`src/design/triangle_screen_map_and_cull_unit_defines.svh`:
```
// Assertion macros shared by the triangle screen map and cull unit.
`ifndef TRIANGLE_SCREEN_MAP_AND_CULL_UNIT_DEFINES_SVH
`define TRIANGLE_SCREEN_MAP_AND_CULL_UNIT_DEFINES_SVH
`ifndef SYNTHESIS
`define TSCM_ASSERT_IMP(lbl, clk, rstn, ante, cons, msg) \
    lbl: assert property (@(posedge clk) disable iff (!rstn) (ante) |-> (cons)) \
        else $error(msg);
`define TSCM_ASSERT_NXT(lbl, clk, rstn, ante, cons, msg) \
    lbl: assert property (@(posedge clk) disable iff (!rstn) (ante) |=> (cons)) \
        else $error(msg);
`else
`define TSCM_ASSERT_IMP(lbl, clk, rstn, ante, cons, msg)
`define TSCM_ASSERT_NXT(lbl, clk, rstn, ante, cons, msg)
`endif
`endif

```
`src/design/tscm_pkg.sv`:
```
// Shared types and constants of the triangle screen map and cull unit.
`default_nettype none
package tscm_pkg;
    localparam int SCREEN_WIDTH_DEF  = 1024;
    localparam int SCREEN_HEIGHT_DEF = 768;

    localparam int IN_W       = 32;
    localparam int INT_W      = 16;
    localparam int FRAC_W     = 30;
    localparam int Q_W        = 30;
    localparam int DIV_STEP   = 3;
    localparam int DIV_STAGES = Q_W / DIV_STEP;
    // Sum, scale, magnitude, overflow check, divider stages, saturation.
    localparam int MAP_LAT    = 4 + DIV_STAGES + 1;

    localparam logic [1:0] VERD_DRAWN  = 2'd0;
    localparam logic [1:0] VERD_BEHIND = 2'd1;
    localparam logic [1:0] VERD_BACK   = 2'd2;

    typedef struct packed {
        logic signed [INT_W-1:0]  ix;
        logic signed [INT_W-1:0]  iy;
        logic signed [FRAC_W-1:0] fx;
        logic signed [FRAC_W-1:0] fy;
    } t_vtx;

    typedef struct packed {
        logic vld;
        logic behind;
    } t_ctl;
endpackage
`default_nettype wire

```
`src/design/tscm_coord_map.sv`:
```
// One screen coordinate: scale, pipelined restoring divide by w, saturation.
`default_nettype none
module tscm_coord_map #(
    parameter int HALF = tscm_pkg::SCREEN_WIDTH_DEF / 2,
    parameter bit SUB  = 1'b0
) (
    input  wire logic                              i_clk,
    input  wire logic                              i_en,
    input  wire logic signed [tscm_pkg::IN_W-1:0]  i_coord,
    input  wire logic signed [tscm_pkg::IN_W-1:0]  i_w,
    output logic signed [tscm_pkg::INT_W-1:0]      o_int,
    output logic signed [tscm_pkg::FRAC_W-1:0]     o_frac
);
    localparam int NS = tscm_pkg::DIV_STAGES;
    localparam int QW = tscm_pkg::Q_W;
    localparam logic signed [14:0] HALF_C = 15'(HALF);

    logic signed [33:0] r_num;
    logic [30:0]        r_wa, r_wb, r_wc;
    logic signed [47:0] r_prod;
    logic               r_negc;
    logic [45:0]        r_mag;
    logic signed [47:0] n_prod;
    logic [45:0]        n_mag;

    logic [30:0]   r_rem [NS+1];
    logic [QW-1:0] r_d   [NS+1];
    logic [QW-1:0] r_q   [NS+1];
    logic [30:0]   r_w   [NS+1];
    logic          r_ng  [NS+1];
    logic          r_ov  [NS+1];

    // Numerator w plus or minus the coordinate, then scaled by half the screen.
    assign n_prod = 48'(r_num) * 48'(HALF_C);
    assign n_mag  = r_prod[47] ? 46'(-r_prod) : r_prod[45:0];

    always_ff @(posedge i_clk) begin
        if (i_en) begin
            if (SUB) begin
                r_num <= {{2{i_w[31]}}, i_w} - {{2{i_coord[31]}}, i_coord};
            end else begin
                r_num <= {{2{i_w[31]}}, i_w} + {{2{i_coord[31]}}, i_coord};
            end
            r_wa   <= i_w[30:0];
            r_prod <= n_prod;
            r_wb   <= r_wa;
            r_negc <= r_prod[47];
            r_mag  <= n_mag;
            r_wc   <= r_wb;
            // The quotient overflows the needed range when mag >= w * 2^16.
            r_ov[0]  <= {1'b0, r_mag} >= {r_wc, 16'b0};
            r_rem[0] <= {1'b0, r_mag[45:16]};
            r_d[0]   <= {r_mag[15:0], 14'b0};
            r_q[0]   <= '0;
            r_w[0]   <= r_wc;
            r_ng[0]  <= r_negc;
        end
    end

    // Divider stages, a few quotient bits each.
    for (genvar s = 0; s < NS; s++) begin : g_div
        logic [30:0]   n_rem;
        logic [QW-1:0] n_d, n_q;

        always_comb begin : p_step
            logic [31:0] r2;
            n_rem = r_rem[s];
            n_d   = r_d[s];
            n_q   = r_q[s];
            for (int j = 0; j < tscm_pkg::DIV_STEP; j++) begin
                r2  = {n_rem, n_d[QW-1]};
                n_d = {n_d[QW-2:0], 1'b0};
                if (r2 >= {1'b0, r_w[s]}) begin
                    n_rem = 31'(r2 - {1'b0, r_w[s]});
                    n_q   = {n_q[QW-2:0], 1'b1};
                end else begin
                    n_rem = r2[30:0];
                    n_q   = {n_q[QW-2:0], 1'b0};
                end
            end
        end

        always_ff @(posedge i_clk) begin
            if (i_en) begin
                r_rem[s+1] <= n_rem;
                r_d[s+1]   <= n_d;
                r_q[s+1]   <= n_q;
                r_w[s+1]   <= r_w[s];
                r_ng[s+1]  <= r_ng[s];
                r_ov[s+1]  <= r_ov[s];
            end
        end
    end

    // Saturate the integer and fraction results and restore the sign.
    logic [QW-1:0]                 q_fin;
    logic [15:0]                   m_int;
    logic signed [tscm_pkg::INT_W-1:0]  n_int;
    logic signed [tscm_pkg::FRAC_W-1:0] n_frac;

    assign q_fin = r_q[NS];
    assign m_int = q_fin[29:14];

    always_comb begin
        if (r_ng[NS]) begin
            n_int  = (r_ov[NS] || m_int[15]) ? 16'sh8000 : 16'(16'd0 - m_int);
            n_frac = (r_ov[NS] || q_fin[29]) ? 30'sh2000_0000 : 30'(30'd0 - q_fin);
        end else begin
            n_int  = (r_ov[NS] || m_int[15]) ? 16'sh7fff : m_int;
            n_frac = (r_ov[NS] || q_fin[29]) ? 30'sh1fff_ffff : q_fin;
        end
    end

    always_ff @(posedge i_clk) begin
        if (i_en) begin
            o_int  <= n_int;
            o_frac <= n_frac;
        end
    end
endmodule
`default_nettype wire

```
`config.mk`:
```
export PLATFORM = sky130hd
export DESIGN_NAME = tscm_coord_map
export DESIGN_NICKNAME = d
export VERILOG_FILES = /design/src/design/triangle_screen_map_and_cull_unit_defines.svh /design/src/design/tscm_pkg.sv /design/src/design/tscm_coord_map.sv
export SDC_FILE = /design/constraint.sdc
export NUM_CORES = 2
export LEC_CHECK = 0
export BUFFER_PORTS_ARGS = -buffer_cell sky130_fd_sc_hd__clkbuf_2
export CORE_UTILIZATION = 59
export DETAILED_ROUTE_END_ITERATION = 8
export HOLD_SLACK_MARGIN = 0.06
export PLACE_DENSITY = 0.75
export SLEW_MARGIN = 0
export SYNTH_ARGS = -nofsm -noshare
export SYNTH_HDL_FRONTEND = slang
export SYNTH_SLANG_ARGS = --single-unit
```
`constraint.sdc`:
```
create_clock -name i_clk -period 14.2 [get_ports i_clk]
set_input_delay 1.42 -clock i_clk [delete_from_list [all_inputs] [get_ports i_clk]]
set_output_delay 1.42 -clock i_clk [all_outputs]
set_load 0.05 [all_outputs]
```
; ---- Word-level counts from Yosys, hierarchy flattened
; Memory sizes are Yosys's and may differ from the RTL's.
; Index checks and enable logic that the tools add are counted.
[classes]
add_sub_neg = 34
multipliers = 0
n_div = 0
magnitude_cmp = 31
eq_ne = 0
shifts = 0
mux = 69
bitwise = 0
n_reduce_logical = 1
[op_table]
columns = op, n
row1 = $ge A32 B31 Y1, 30
row2 = $mux W31, 30
row3 = $sub A31 B31 Y31, 30
row4 = $mux W30, 3
row5 = $mux W16, 3
row6 = $ge A46 B47 Y1, 1
row7 = $mux W46, 1
row8 = $neg A42 Y46, 1
row9 = $add A32 B32 Y33, 1
row10 = $mux W1, 32
row11 = $sub A1 B30 Y30 const A, 1
row12 = $sub A1 B16 Y16 const A, 1
row13 = $logic_or A1 B1 Y1, 1
[word_totals]
regBits = 252
latchBits = 0
ram_bits = 1331
romBits = 0
out_inout_bits = 46
memories = 6
[memory_table]
columns = memory, depth, width, rd, rd_ports_with_merged_regs, wr, line_no
row1 = r_rem, 11, 31, 10, 0, 11, tscm_coord_map.sv:26  ; logic [30:0] r_rem [NS+1];
row2 = r_w, 11, 31, 10, 0, 11, tscm_coord_map.sv:29  ; logic [30:0] r_w [NS+1];
row3 = r_q, 11, 30, 11, 0, 11, tscm_coord_map.sv:28  ; logic [QW-1:0] r_q [NS+1];
row4 = r_d, 11, 27, 10, 0, 11, tscm_coord_map.sv:27  ; logic [QW-1:0] r_d [NS+1];
row5 = r_ng, 11, 1, 11, 0, 11, tscm_coord_map.sv:30  ; logic r_ng [NS+1];
row6 = r_ov, 11, 1, 11, 0, 11, tscm_coord_map.sv:31  ; logic r_ov [NS+1];

; ---- Longest topological paths before layout
; An unclocked memory read counts as a cell.
[logic_depth]
depth_word = 7
mapped_depth = 46
ltp_nobuf = 42

; ---- Least setup slack after synthesis
; OpenSTA, ideal clock, no wires.
[synth_path]
path_kind = reg-to-reg
startpoint = mem r_w[7][0]
endpoint = mem r_rem[8][25] (data pin)
t_arrival_ns = 9.795
t_required_ns = 13.940
setup_slack_ns = 4.146
stages_incl_launch_ff = 42
path_buffers = 5
period_less_slack_ns = 10.054
cell_sequence = edfxtp_1 > clkbuf_1 > inv_1 > fa_1 > a21o_1 > a21oi_1 > o221a_2 > o21ai_0 > a221o_1 > o21ba_2 > a21oi_2 > clkbuf_1 > clkbuf_1 > nand2_1 > o31ai_1 > ha_1 > o21a_1 > o21ai_0 > [6 not listed] > nor4_1 > nor2_1 > inv_2 > buf_2 > mux2_2 > ha_1 > or3_1 > o21ai_0 > a31oi_1 > o41a_1 > a31o_2 > a31oi_1 > o21ai_1 > or3_1 > a31oi_1 > o21a_1 > buf_2 > mux2_2
[synth_rtl]
columns = item, line_no
row1 = "start, declared", tscm_coord_map.sv:29
row2 = "end, declared", tscm_coord_map.sv:26

==> run_results.csv <==
group,metric,value,unit
min_path,holdPathEnd,"r_prod[34]$_DFFE_PP_",
routing,top_layer,"met5",
final_layout,nFillCells,11910,
min_path,hp-class,"flip-flop to flip-flop",
run_status,violations,"capacitance limit",
floorplan,boundaryPins,112,
sta,setup_ws,0.7256,ns
floorplan,start_util,59.61,%
sta,setup_viol,0,
logic_synthesis,synth_cells,9193,
run_status,status,"finished with violations",
logic_synthesis,yosys.cell_types.count,102,
placed_design,place_ws,1.112,ns
sta,rsz0062_at_grt,"false",
setup_path,worstSetupStartpointType,"flip-flop",
clock_network,clk_pin_slew_worst_paths,0.06,ns
routing,ant_nets,0,
global_routing,grt_pass1_wl,381.1,mm
run,max_cap_violations,1,
setup_path,crit_path_frequent_cell,"a21oi_1",
setup_path,cp_max_fo,31,
setup_path,slowest_delay,0.80,ns
clock_network,post_cts_resize_count,0,
setup_path,r2r.worst_path.cells,38,
floorplan,dieHeight,388.7,microns
setup_path,cp_slowest_cell,"o311ai_1",
logic_synthesis,ys_seq_area_share,36.11,%
global_routing,track_usage,32.05,%
logic_synthesis,synth_top_area_share,36.11,%
routing,drc,0,
setup_path,cp_data_arrival_time,13.94,ns
final_layout,areaGrowthSynthToFinish,7.682,%
setup_path,reg2reg_slack,0.73,ns
routing,vias,70680,
logic_synthesis,synth_async_sr_flop_share,0,%
sta,finClkSkew,0.06826,ns
global_routing,first_global_vias,69120,
clock_network,htree_levels,3,
logic_synthesis,yosys_warnings,0,
setup_path,cp.required,14.67,ns
sta,tns,0,ns
min_path,hp-start,"r_num[25]$_DFFE_PP_",
routing,met2WireLength,120.5,mm
clock_network,clk_latency,0.78,ns
routing,wl_met3,13.56,mm
routing,dr.pass1.iters,6,
global_routing,antenna_found_initial,6,
clock_network,post-cts-setup-buffers,0,
clock_network,clkSinkCount,1061,
setup_path,end_kind,"flip-flop",
clock_network,cts-root-buf,"clkbuf_16",
sta,fin_crit_sh,94.89,%
final_layout,final_common_cell,"edfxtp_1",
sta,max_freq,0.07421,GHz
floorplan,die_area,151100,sq um
final_layout,post-route-cell-area,95010,sq um
sta,worst_pin_slew,1.464,ns
placed_design,routabilityCongestion,0.9716,
logic_synthesis,syn_area_per_cell,9.597,sq um
routing,drtIter0Drc,5096,
logic_synthesis,yosysTopAreaCell,"edfxtp_1",
placed_design,dpl_cell_area,91150,sq um
clock_network,numCtsBuffers,115,
placed_design,place_hpwl,197.5,mm
min_path,hold_depth,0,
final_layout,drive_above_1_share,9.201,%
sta,fin_crit,13.47,ns
routing,routed_wl,248.3,mm
clock_network,cts_hold_buf,0,
sta,slew_headroom,1.786,%
clock_network,cts_tree,"yes",
logic_synthesis,synthesis.area,88230,sq um
setup_path,reg2reg_to,"r_rem[2][8]$_DFFE_PP_",
final_layout,final_cell_mix,"1,061 x edfxtp_1, 979 x ha_1, 866 x a21oi_1, 659 x nor2_1, 647 x nand2_1",
logic_synthesis,ys_ff_latch,1061,
setup_path,crit_type,"flip-flop to flip-flop",
routing,via_per_inst,6.229,
sta,hold_viol_final,0,
floorplan,die_x,388.7,microns
logic_synthesis,synthTopCellsByArea,"edfxtp_1 36%, ha_1 14%, xnor2_1 5.4%",
floorplan,rows,141,
global_routing,overflow,0,
placed_design,io_buffers,111,
clock_network,cts_max_path_buffers,3,
routing,post_drt_wl_per_cell,21.88,microns
global_routing,grt_max_degree,178,
logic_synthesis,synth_edf_count,1061,
routing,wl_met1,99.87,mm
sta,final_max_slew_viol_count,0,
final_layout,nets,10380,
logic_synthesis,ys.flop_type,"edfxtp_1",
floorplan,coreArea,148000,sq um
setup_path,r2r-start,"r_w[1][1]$_DFFE_PP_",
-- how the worst max path moves through the flow --
stage | startpoint | endpoint | slack [ns] | cells past startpoint
floorplan | r_w[7][0]$_DFFE_PP_ | r_rem[8][25]$_DFFE_PP_ | 4.15 | 41
global placement | r_w[1][1]$_DFFE_PP_ | r_rem[2][8]$_DFFE_PP_ | 1.17 | 38
detailed placement | r_w[1][1]$_DFFE_PP_ | r_rem[2][8]$_DFFE_PP_ | 1.11 | 38
CTS | r_w[1][1]$_DFFE_PP_ | r_rem[2][8]$_DFFE_PP_ | 0.95 | 38
global route | r_w[1][1]$_DFFE_PP_ | r_rem[2][8]$_DFFE_PP_ | 0.01 | 40
finish | r_w[1][1]$_DFFE_PP_ | r_rem[2][8]$_DFFE_PP_ | 0.73 | 38
-- sequential cells by signal (all words and copies together) (netlist names), 12 cells and up --
| register | cells |
|---|---|
| r_num | 33 |
| o_frac | 30 |
| o_int | 16 |
| r_rem | 309 |
| r_wa | 31 |
| r_wb | 31 |
| r_w | 310 |
| r_wc | 31 |
| r_q | 165 |
| r_prod | 33 |
| r_d | 12 |
| r_mag | 37 |
-- cells by family after synthesis --
kind of cell	after synthesis	share of synthesized area (%)
flops	1061	36.11
other cells	1	0.004250
fa+ha+maj	995	14.25
simple gates	2280	12.25
buf+inv	781	3.402
xor+xnor	819	8.130
mux	449	5.691
compound gates	2807	20.17
-- metrics by stage --
stage	utilization (%)	cells	hold slack, ns
after floorplan	-	9196	0.4003
after global placement	61.58	11130	0.4004
after detailed placement	61.58	11130	0.4045
after CTS	64.18	11340	0.3842
after global routing	64.18	11340	0.3982
final	64.19	11350	0.3885
-- cell usage after synthesis, types with 114 or more instances --
cell type / instances
edfxtp_1: 1061
ha_1: 979
a21oi_1: 866
nor2_1: 659
nand2_1: 647
o21ai_0: 630
inv_1: 605
xnor2_1: 547
mux2_2: 393
a21o_1: 380
xor2_1: 272
nand2b_1: 157
nand3_1: 153
o21a_1: 140
nor3_1: 133
clkbuf_1: 114
-- worst max-delay path, delay by kind of cell, from the launching register on --
kind,cells,cell delay (ns)
AOI/OAI and AO/OA,27,8.62
adders and majority gates,3,1.34
DFF,1,0.68
buffers and inverters,4,1.36
and+or+nand+nor,2,0.31
muxes,2,0.75
-- final cells by class --
cell class / instances / area (sq um) / share of cell area (%)
flip-flops and latches: 1061 / 31860 / 33.54
multi-input cells: 7354 / 53510 / 56.32
repair buffers: 171 / 1066 / 1.122
diodes: 5 / 12.51 / 0.01317
well taps: 1930 / 2415 / 2.542
clock inverters: 83 / 910.9 / 0.9588
clock buffers: 129 / 2930 / 3.084
inverters: 614 / 2305 / 2.426
-- routing by layer --
layer / global-route usage (%) / vias up
li1: - / 34420
met3: 3.935 / 543
met1: 38.17 / 33560
met2: 56.13 / 2160
met4: 17.55 / 2
met5: 0 / -
Power is not shown: default switching activity piles up to over one toggle a cycle in this logic, so the estimate is an artifact.
